===== config.mk =====
export PLATFORM = sky130hd
export DESIGN_NAME = first_window_local_minimum_top
export DESIGN_NICKNAME = d
export VERILOG_FILES = /design/src/rtl/fwlm_pkg.sv /design/src/rtl/fwlm_cell.sv /design/src/rtl/fwlm_judge.sv /design/src/rtl/first_window_local_minimum_top.sv
export SDC_FILE = /design/constraint.sdc
export NUM_CORES = 2
export LEC_CHECK = 0
export ABC_AREA = 1
export ABC_CLOCK_PERIOD_IN_PS = 31900
export BUFFER_PORTS_ARGS = -buffer_cell sky130_fd_sc_hd__buf_2
export CORE_MARGIN = 2
export CORE_UTILIZATION = 37
export DETAILED_ROUTE_END_ITERATION = 10
export SLEW_MARGIN = 20
export SYNTH_ARGS = -nofsm -noshare
export SYNTH_HDL_FRONTEND = slang
export SYNTH_SLANG_ARGS = --single-unit
export TNS_END_PERCENT = 50

===== constraint.sdc =====
create_clock -name clk -period 31.9 [get_ports clk]
set_input_delay 6.38 -clock clk [delete_from_list [all_inputs] [get_ports clk]]
set_output_delay 6.38 -clock clk [all_outputs]
set_load 0.005 [all_outputs]

===== src/rtl/fwlm_pkg.sv =====
// ----------------------------------------------------------------------------
// fwlm_pkg: shared definitions for the first window local minimum block
// Sizes, register indexes and the beat types of the sample and result
// channels.
// ----------------------------------------------------------------------------
package fwlm_pkg;

    localparam int MAX_SPAN    = 7;
    localparam int SAMPLE_BITS = 32;
    localparam int MAX_ITEMS   = 131071;

    localparam int HIST_DEPTH = 2 * MAX_SPAN + 1;
    localparam int CAND_NUM   = MAX_SPAN + 1;
    localparam int SPAN_BITS  = 3;
    localparam int CNT_BITS   = $clog2(MAX_ITEMS + 1);
    localparam int POS_BITS   = 17;
    localparam int SEL_BITS   = $clog2(CAND_NUM);
    localparam int IDX_BITS   = 1;

    // Configuration register indexes.
    localparam logic [IDX_BITS-1:0] REG_BACK_SPAN  = 1'b0;
    localparam logic [IDX_BITS-1:0] REG_AHEAD_SPAN = 1'b1;

    typedef logic [SAMPLE_BITS-1:0]               sample_t;
    typedef logic [CAND_NUM-1:0][SAMPLE_BITS-1:0] cand_vec_t;
    typedef logic [HIST_DEPTH-1:0][CAND_NUM-1:0]  ge_mat_t;
    typedef logic [SPAN_BITS-1:0]                 span_t;
    typedef logic [CNT_BITS-1:0]                  count_t;

    typedef struct packed {
        logic [31:0] sample;
        logic        last;
    } sample_beat_t;

    typedef struct packed {
        logic                found;
        logic [POS_BITS-1:0] position;
    } result_beat_t;

    // Verdict of the judge for the item in the evaluation stage.
    typedef struct packed {
        logic                emit;
        logic                found;
        logic [POS_BITS-1:0] position;
    } verdict_t;

endpackage


===== src/rtl/fwlm_cell.sv =====
// ----------------------------------------------------------------------------
// fwlm_cell: one history cell
// Holds one stored sample, passes it to the next cell on a shift and
// compares it against every candidate sample.
// ----------------------------------------------------------------------------
module fwlm_cell
    import fwlm_pkg::*;
(
    input  logic                clk,
    input  logic                shift_en,
    input  sample_t             shift_in,
    input  cand_vec_t           cand,
    output sample_t             value,
    output logic [CAND_NUM-1:0] ge
);

    sample_t value_reg;

    always_ff @(posedge clk)
    begin
        if (shift_en)
        begin
            value_reg <= shift_in;
        end
    end

    // A cell never disqualifies a candidate that is not larger than it.
    always_comb
    begin
        for (int c = 0; c < CAND_NUM; c++)
        begin
            ge[c] = (value_reg >= cand[c]);
        end
    end

    assign value = value_reg;

endmodule


===== src/rtl/fwlm_judge.sv =====
// ----------------------------------------------------------------------------
// fwlm_judge: candidate judge
// Combines the cell comparisons into a verdict for the candidate ahead_span
// places back, or for all trailing candidates when the stream ends.
// ----------------------------------------------------------------------------
module fwlm_judge
    import fwlm_pkg::*;
(
    input  ge_mat_t  ge,
    input  count_t   count,
    input  span_t    back_span,
    input  span_t    ahead_span,
    input  logic     last,
    input  logic     answered,
    output verdict_t verdict
);

    logic [CAND_NUM-1:0] qual;
    logic [SEL_BITS-1:0] ya;
    logic [SEL_BITS-1:0] sel;
    logic                any;

    // Candidate k sits k places back; its window runs from the newest sample
    // to k + back_span places back, cut at the start of the stream.
    always_comb
    begin
        for (int k = 0; k < CAND_NUM; k++)
        begin
            qual[k] = (int'(count) > k);
            for (int m = 0; m < HIST_DEPTH; m++)
            begin
                if ((m <= k + int'(back_span)) && (int'(count) > m) && !ge[m][k])
                begin
                    qual[k] = 1'b0;
                end
            end
        end
    end

    always_comb
    begin
        ya = (int'(ahead_span) > MAX_SPAN) ? SEL_BITS'(MAX_SPAN) : SEL_BITS'(ahead_span);
        sel = '0;
        any = 1'b0;
        // Ascending scan leaves the oldest qualifying candidate selected.
        for (int k = 0; k < CAND_NUM; k++)
        begin
            if ((k <= int'(ya)) && qual[k])
            begin
                any = 1'b1;
                sel = SEL_BITS'(k);
            end
        end

        if (last)
        begin
            verdict.emit     = !answered;
            verdict.found    = any;
            verdict.position = any ? POS_BITS'(count - CNT_BITS'(sel)) : '0;
        end
        else
        begin
            verdict.emit     = !answered && (count > CNT_BITS'(ya)) && qual[ya];
            verdict.found    = 1'b1;
            verdict.position = POS_BITS'(count - CNT_BITS'(ya));
        end
    end

endmodule


===== src/rtl/first_window_local_minimum_top.sv =====
// ----------------------------------------------------------------------------
// first_window_local_minimum_top: streaming local minimum finder
// Reports the first sample of a stream that is not larger than any sample in
// its surrounding window, or a not-found beat at the end of the stream.
// ----------------------------------------------------------------------------
// The block takes one sample beat per cycle unless stalled and answers after
// the beat that settles the answer: a sample is confirmed when the sample
// ahead_span places later arrives, and the trailing samples are judged on
// the beat marked last, so each stream yields at most one result beat. The
// samples live in a row of fifteen cells that shift on every accepted beat
// until the stream holds MAX_ITEMS samples; each cell compares its own value
// against the eight newest samples, and a judge stage ANDs those comparisons
// over each candidate's window. A result passes the judge stage and then the
// output register. Back-pressure on the result channel only stalls the
// sample channel when a result is waiting in the output register and another
// result is ready behind it. The history clears lazily: the first beat of a
// new stream restarts the count, and samples older than the count are never
// looked at. Streams longer than MAX_ITEMS keep their first MAX_ITEMS
// samples. The user must write back_span and ahead_span through the
// configuration port only while the block is idle, which is not enforced.
// ----------------------------------------------------------------------------
module first_window_local_minimum_top
    import fwlm_pkg::*;
(
    input  logic                clk,
    input  logic                rst_n,

    input  logic                sample_valid,
    output logic                sample_stall,
    input  sample_beat_t        sample_beat,

    output logic                result_valid,
    input  logic                result_stall,
    output result_beat_t        result_beat,

    input  logic                cfg_valid,
    output logic                cfg_ready,
    input  logic [IDX_BITS-1:0] cfg_index,
    input  logic [SPAN_BITS-1:0] cfg_data
);

    // Configuration registers.
    span_t back_span_reg;
    span_t ahead_span_reg;

    // Stream bookkeeping.
    count_t count_reg;
    count_t count_next;
    logic   restart_reg;
    logic   answered_reg;
    logic   answered_next;

    // Evaluation stage.
    logic   eval_valid_reg;
    logic   eval_last_reg;

    // Output register.
    logic         result_valid_reg;
    result_beat_t result_beat_reg;

    logic      accept;
    logic      advance;
    logic      shift_en;
    count_t    count_base;
    verdict_t  verdict;
    cand_vec_t cand;
    ge_mat_t   ge;
    sample_t   chain [HIST_DEPTH];
    sample_t   chain_in [HIST_DEPTH];

    assign cfg_ready = 1'b1;

    // The evaluation stage moves on unless it holds a result while the output
    // register is full and stalled.
    assign advance = !eval_valid_reg || !verdict.emit || !result_valid_reg || !result_stall;
    assign sample_stall = !advance;
    assign accept = sample_valid && advance;

    // A new stream starts counting from zero; a full stream stops shifting.
    assign count_base = restart_reg ? '0 : count_reg;
    assign shift_en   = accept && (count_base < CNT_BITS'(MAX_ITEMS));
    assign count_next = shift_en ? count_base + 1'b1 : count_base;

    // Cell chain: cell 0 takes the new sample, each other cell its neighbor.
    genvar g;
    generate
        for (g = 0; g < HIST_DEPTH; g++)
        begin : g_cell
            if (g == 0)
            begin : g_head
                assign chain_in[g] = sample_t'(sample_beat.sample);
            end
            else
            begin : g_link
                assign chain_in[g] = chain[g-1];
            end

            fwlm_cell u_cell (
                .clk      (clk),
                .shift_en (shift_en),
                .shift_in (chain_in[g]),
                .cand     (cand),
                .value    (chain[g]),
                .ge       (ge[g])
            );
        end
    endgenerate

    always_comb
    begin
        for (int c = 0; c < CAND_NUM; c++)
        begin
            cand[c] = chain[c];
        end
    end

    fwlm_judge u_judge (
        .ge         (ge),
        .count      (count_reg),
        .back_span  (back_span_reg),
        .ahead_span (ahead_span_reg),
        .last       (eval_last_reg),
        .answered   (answered_reg),
        .verdict    (verdict)
    );

    // A stream is answered after its first result; its last beat reopens it.
    always_comb
    begin
        answered_next = answered_reg;
        if (eval_valid_reg && advance)
        begin
            if (eval_last_reg)
            begin
                answered_next = 1'b0;
            end
            else if (verdict.emit)
            begin
                answered_next = 1'b1;
            end
        end
    end

    always_ff @(posedge clk or negedge rst_n)
    begin
        if (!rst_n)
        begin
            back_span_reg    <= '0;
            ahead_span_reg   <= '0;
            count_reg        <= '0;
            restart_reg      <= 1'b0;
            answered_reg     <= 1'b0;
            eval_valid_reg   <= 1'b0;
            eval_last_reg    <= 1'b0;
            result_valid_reg <= 1'b0;
        end
        else
        begin
            if (cfg_valid && cfg_ready)
            begin
                case (cfg_index)
                    REG_BACK_SPAN:  back_span_reg  <= cfg_data;
                    REG_AHEAD_SPAN: ahead_span_reg <= cfg_data;
                    default: ;
                endcase
            end

            if (accept)
            begin
                count_reg   <= count_next;
                restart_reg <= sample_beat.last;
            end
            answered_reg <= answered_next;

            if (advance)
            begin
                eval_valid_reg <= sample_valid;
                eval_last_reg  <= sample_beat.last;
            end

            if (eval_valid_reg && verdict.emit && advance)
            begin
                result_valid_reg <= 1'b1;
            end
            else if (!result_stall)
            begin
                result_valid_reg <= 1'b0;
            end
        end
    end

    always_ff @(posedge clk)
    begin
        if (eval_valid_reg && verdict.emit && advance)
        begin
            result_beat_reg.found    <= verdict.found;
            result_beat_reg.position <= verdict.position;
        end
    end

    assign result_valid = result_valid_reg;
    assign result_beat  = result_beat_reg;

    // Every accepted sample is judged in the next cycle.
    a_accept_to_eval: assert property (@(posedge clk) disable iff (!rst_n)
        accept |=> eval_valid_reg)
        else $error("accepted sample did not reach the judge stage");

    // The judge only ever sees a stream that holds samples.
    a_count_nonzero: assert property (@(posedge clk) disable iff (!rst_n)
        eval_valid_reg |-> (count_reg != '0))
        else $error("judge stage active with an empty stream");

    // A not-found result is only given on the last beat of a stream.
    a_notfound_on_last: assert property (@(posedge clk) disable iff (!rst_n)
        (eval_valid_reg && verdict.emit && !verdict.found) |-> eval_last_reg)
        else $error("not-found result before the end of the stream");

    // An answered stream gives no further results.
    a_single_answer: assert property (@(posedge clk) disable iff (!rst_n)
        (eval_valid_reg && answered_reg) |-> !verdict.emit)
        else $error("second result within one stream");

endmodule

Yosys cells after proc, flatten, opt, wreduce, memory -nomap -nowiden
Index checks and enable logic that the tools add are counted.
{"block": "classes", "bitwise_logic": 1, "add_sub_neg": 10, "eq_ne": 1, "muxes": 145, "order_cmp": 265, "n_reduce_logical": 387}
{"operator": "32-bit >= comparator", "n": 120}
{"operator": "5-bit by 32-bit less-or-equal comparator with 1-bit output (first input constant)", "n": 49}
{"operator": "4-bit by 32-bit less-or-equal comparator with 1-bit output (first input constant)", "n": 28}
{"operator": "3-bit by 32-bit less-or-equal comparator with 1-bit output (first input constant)", "n": 14}
{"operator": "1-bit logical AND", "n": 254}
{"operator": "1-bit by 32-bit less-or-equal comparator with 1-bit output (first input constant)", "n": 7}
{"operator": "2-bit by 32-bit less-or-equal comparator with 1-bit output (first input constant)", "n": 7}
{"operator": "1-bit two-way mux", "n": 134}
{"operator": "1-bit logical NOT", "n": 126}
{"operator": "17-bit by 4-bit > comparator with 1-bit output (second input constant)", "n": 7}
{"operator": "17-bit by 3-bit > comparator with 1-bit output (second input constant)", "n": 4}
{"operator": "17-bit two-way mux", "n": 3}
{"operator": "17-bit by 1-bit > comparator with 1-bit output (second input constant)", "n": 2}
{"operator": "17-bit by 2-bit > comparator with 1-bit output (second input constant)", "n": 2}
{"operator": "17-bit by 3-bit subtractor with 17-bit output", "n": 2}
{"operator": "4-bit by 3-bit less-or-equal comparator with 1-bit output (first input constant)", "n": 7}
{"operator": "3-bit less-or-equal comparator (first input constant)", "n": 8}
{"operator": "19-bit two-way mux", "n": 1}
{"operator": "17-bit by 1-bit adder with 17-bit output (second input constant)", "n": 1}
{"operator": "17-bit by 3-bit > comparator with 1-bit output", "n": 1}
{"operator": "17-bit < comparator (second input constant)", "n": 1}
{"operator": "3-bit by 3-bit adder with 4-bit output (first input constant)", "n": 4}
{"operator": "2-bit by 3-bit less-or-equal comparator with 1-bit output (first input constant)", "n": 4}
{"operator": "3-bit two-way mux", "n": 4}
{"operator": "other kinds (11)", "n": 19}
{"block": "word_totals", "register_bits": 526, "elab_cells": 834}

Logic depth before layout (Yosys ltp)
{"block": "logic_depth", "word_depth": 37, "depth_mapped": 34, "depth_no_buf": 34}

By module
From an unflattened synthesis, not the netlist that was laid out.
{"block": "hier_totals", "cells_unflattened": 18615, "area_unflattened_um2": 123255.7}
{"module": "fwlm_cell", "cells_per_inst": 1178, "seq_area_each_um2": 960.9, "n_inst": 15, "area_per_inst_um2": 7837.5}
{"module": "fwlm_judge", "cells_per_inst": 726, "seq_area_each_um2": 0.0, "n_inst": 1, "area_per_inst_um2": 3559.7}
{"module": "first_window_local_minimum_top", "cells_per_inst": 219, "seq_area_each_um2": 1241.2, "n_inst": 1, "area_per_inst_um2": 2133.3}

Least setup slack after synthesis
Ideal clock, no wire load.
{"block": "synth_path", "path_type": "input to register", "start": "input result_stall", "end": "register g_cell[0].u_cell.value_reg[0], enable pin", "stages": 6, "path_slack_ns": 3.688, "arrival_ns": 26.869, "cell_sequence": "nand2_1 > inv_1 > nand3_4 > nand2_4 > buf_6 > nor2_1"}
{"block": "synth_between", "elab_chain_cells": 4}
{"item": "start, declared", "line": "first_window_local_minimum_top.sv:33", "rtl": "input logic result_stall,"}
{"item": "1-bit logical NOT"}
{"item": "1-bit logical OR", "line": "first_window_local_minimum_top.sv:75", "rtl": "assign advance = !eval_valid_reg || !verdict.emit || !result_valid_reg || !result_stall;"}
{"item": "1-bit logical AND", "line": "first_window_local_minimum_top.sv:77", "rtl": "assign accept = sample_valid && advance;"}
{"item": "1-bit logical AND", "line": "first_window_local_minimum_top.sv:81", "rtl": "assign shift_en = accept && (count_base < CNT_BITS'(MAX_ITEMS));"}
{"item": "via g_cell[0].u_cell.shift_en", "line": "fwlm_cell.sv:10", "rtl": "input logic shift_en,"}
{"item": "end signal, assigned", "line": "fwlm_cell.sv:23", "rtl": "value_reg <= shift_in;"}
{"item": "end, declared", "line": "fwlm_cell.sv:17", "rtl": "sample_t value_reg;"}
The timed path passes the listed nets, and every way through them passes these cells.
A chain may end at the register's enable or synchronous reset.

Worst setup path after layout
{"block": "layout_path", "start": "input result_stall", "end": "output sample_stall"}
{"block": "layout_between", "elab_chain_cells": 3}
{"item": "1-bit logical NOT"}
{"item": "1-bit logical OR", "line": "first_window_local_minimum_top.sv:75"}
{"item": "1-bit logical NOT", "line": "first_window_local_minimum_top.sv:76", "rtl": "assign sample_stall = !advance;"}
{"item": "end, declared", "line": "first_window_local_minimum_top.sv:29", "rtl": "output logic sample_stall,"}
Every way passes these cells.

==> summary.md <==
| Metric | Value |
|---|---|
| FF+latch area | `between 15000 and 20000 um2` |
| Outcome | `finished clean` |
| Clock power share | `between 20% and 30%` |
| Worst-Margin Slew | `1.28 ns` |
| RSZ-0062 raised after global routing | `false` |
| TritonCTS Buffers | `73` |
| Worst Path Max Fanout | `16` |
| # rows | `~170` |
| Final nets | `12100` |
| Detailed Route Iter0 Violations | `roughly 7100` |
| Final Util | `between 40% and 50%` |
| PostCTS Resize Cnt | `0` |
| Hold Vio Cnt, Final | `0` |
| CTS Root Cell | `clkbuf_16` |
| Area occupied by multi-input gates | `~55000 um2` |
| Critical path class | `primary input to primary output` |
| DRT antenna net count | `0` |
| Period utilization | `between 40% and 50%` |
| Overall Power | `~3700 uW` |
| Count leader, synth | `ha_1` |
| Leakage | `roughly 0.042 uW` |
| Post-synth top flop | `edfxtp_1` |
| Non-Filler Instances | `around 12000` |
| Power Internal | `between 1500 and 2000 uW` |
| Placer Congestion | `a little over 1` |
| Gate power share | `47.6%` |
| Routed wire length | `319 mm` |
| Area Growth Syn to Fin | `8.31%` |
| Area leader, netlist | `ha_1` |
| HPWL Detailed | `257 mm` |
| CTS tree | `done` |
| WP buf/inv | `4` |
| Placed Area | `~79000 um2` |
| Grt ovf | `0` |
| Drc violations | `0` |
| Post-layout instance area | `roughly 80000 um2` |
| Max Cap Viol | `0` |
| Max reg flops | `480` |
| Flops & latches, synth | `526` |
| Syn avg cell area | `around 7.9 um2` |
| CORE AREA | `~200000 um2` |
| Min-delay worst type | `flop to flop` |
| Total Die Area | `between 200000 and 250000 um2` |
| Rel. slew slack | `14.4%` |
| H-tree lvl count | `3` |
| Syn. warnings | `0` |
| Clk buf depth | `3` |
| Syn Nets | `around 12000` |
| Synth top area share | `around 41%` |
| Reg power frac | `roughly 28%` |
| Worst r2r src | `g_cell[7].u_cell.value[31]$_DFFE_PP_` |
| Seq/Total Area, Yosys | `between 20% and 30%` |
| Largest net degree at the start of global routing | `163` |
| Post-synth EDFFs | `~500` |
| Wire per inst | `between 20 and 30 um` |
| Crit path max-delay family | `buffers and inverters` |
| Worst EP required | `approximately 26 ns` |
| Nature of the critical path endpoint | `primary output` |
| IO buf count | `between 60 and 70` |
| Die Ht | `around 450 um` |
| Top post-synthesis cells by area | `ha_1, edfxtp_1, nand2_1, a21oi_1, inv_1` |
| Hold Buf Count CTS | `0` |
| Clock latency on the worst-skew pair | `0.75 ns` |
| Max VDD drop | `approximately 42 uV` |
| Fmax | `approximately 74 MHz` |
| Fraction of registers with async set/reset | `approximately 5.3%` |
| Cell Pwr Density | `around 45 nW/um2` |
| First-pass GRT wire length | `452 mm` |
| Startpoint types | `primary input` |
| CP cell instances | `buf_2, nand2_1, inv_1, nand3_4, inv_1, buf_2` |
| Initial antenna violation count | `11` |
| Slowest stage delay, CP | `0.21 ns` |
| Synthesized area | `approximately 75000 um2` |
| Starting Density | `~37%` |
| Setup Fix Bufs, Post-CTS | `0` |
| Fillers | `roughly 20000` |
| Chip width | `454 um` |
| Total Routing Usage GR | `30.2%` |
| Netlist cell types | `55` |
| Setup-failing EPs final | `0` |
| Post-synth top cells | `ha_1, nand2_1, a21oi_1` |
| Vias per cell | `around 5.8` |
| Vias in the first global route | `around 66000` |
| Period minus WS final | `approximately 13 ns` |
| DRT Pass-1 Iters | `6` |
| Number of I/O pins | `63` |
| CTS sink cnt | `526` |
| Crit. Startpoint | `result_stall` |
| P_sw | `around 1700 uW` |
| Clock skew | `around 0.034 ns` |
| Max stage delay cell, worst path | `nand3_4` |
| Share of cells above drive strength 1 | `2.42%` |
| CP arrival | `roughly 7 ns` |
| Mapped Cells | `9509` |
| Placed Cells | `between 10000 and 15000` |
| Max Slew Vio Count | `0` |
| Switching Share | `a little under half` |
| Clock Pin Slew Worst Setup and Hold Paths | `about 0.070 ns` |
| Setup TNS | `0 ns` |
| Vias | `71400` |
| Hold Startpoint | `g_cell[10].u_cell.value[0]$_DFFE_PP_` |
-- per-layer routing --
| metal | wire length, um | share of wire [%] | vias to the layer above | global-route usage (%) |
|---|---|---|---|---|
| met5 | 97 | 0.030 | - | 0 |
| met4 | 24800 | 7.8 | 14 | 19.7 |
| met3 | 28500 | 8.9 | 709 | 5.09 |
| met2 | 132000 | 41 | 3196 | 45.0 |
| met1 | 134000 | 42 | 33700 | 40.2 |
| li1 | - | - | 33700 | - |
-- worst paths after layout --
check / end / slack, ns / depth (start not counted)
worst max register to register: result_beat[13]$_DFFE_PP_ / 25.20 / 28
worst min register to register: g_cell[11].u_cell.value[0]$_DFFE_PP_ / 0.44 / 0
worst min-delay path: g_cell[11].u_cell.value[0]$_DFFE_PP_ / 0.44 / 0
worst max-delay path: sample_stall / 18.46 / 6
max in group asynchronous: count_reg[11]$_DFFE_PN0P_ / 25.74 / 1
min in group asynchronous: back_span_reg[1]$_DFFE_PN0P_ / 5.68 / 1
-- worst register-to-register path, delay by kind of cell, from the launching register on --
| kind | cells | cell delay [ns] |
|---|---|---|
| adders and majority gates | 2 | 0.67 |
| AOI/OAI and AO/OA | 3 | 0.82 |
| buffers and inverters | 4 | 0.27 |
| DFF | 1 | 0.58 |
| and+or+nand+nor | 18 | 3.82 |
| xor gates and xnor gates | 1 | 0.25 |
-- kinds of logic after synthesis --
logic type / after synthesis / share of synthesized area (%)
buf+inv: 1003 / 5.08
other cells: 1 / 0.00501
flops: 526 / 20.9
compound gates: 1723 / 12.3
fa+ha+maj: 2429 / 40.6
simple gates: 3802 / 20.8
xor+xnor: 25 / 0.292
-- final cells by class --
type                            instances  share of cell area (%)
Inverter                              981                    4.55
Clock buffer                           84                    2.33
Tap cell                             2672                    4.12
Antenna cell                            1                 0.00309
Timing Repair Buffer                   87                   0.663
Multi-Input combinational cell       7980                    68.4
Sequential cell                       526                    19.3
Clock inverter                         45                   0.668
-- layout by cell type (no fill, tap or decap), drive strengths merged, types with 87 or more instances in the layout --
cell type / Yosys / final
nand2: 2266 / 2266
nand4: 221 / 221
nor2: 883 / 883
a21oi: 1078 / 1078
ha: 2427 / 2427
nor3: 116 / 116
inv: 981 / 987
edfxtp: 498 / 498
buf: 11 / 87
o21ai: 404 / 404
nand3: 266 / 266
-- through the flow --
stage / setup slack [ns] / hold WS [ns]
6_report: 18.46 / 0.442
5_1_grt: 18.43 / 0.453
4_1_cts: 18.48 / 0.426
3_5_place_dp: 18.48 / 0.436
3_3_place_gp: 18.42 / 0.432
2_1_floorplan: 3.69 / 0.426
-- power by group through the flow --
stage          logic, uW  clock network, uW  registers [uW]
2_1_floorplan       1110                  0            1010
3_3_place_gp        1600                  0            1050
3_5_place_dp        1690                  0            1050
4_1_cts             1700                895            1040
5_1_grt             1950                915            1050
6_report            1750                884            1040
(Power assumes the default switching activity.)
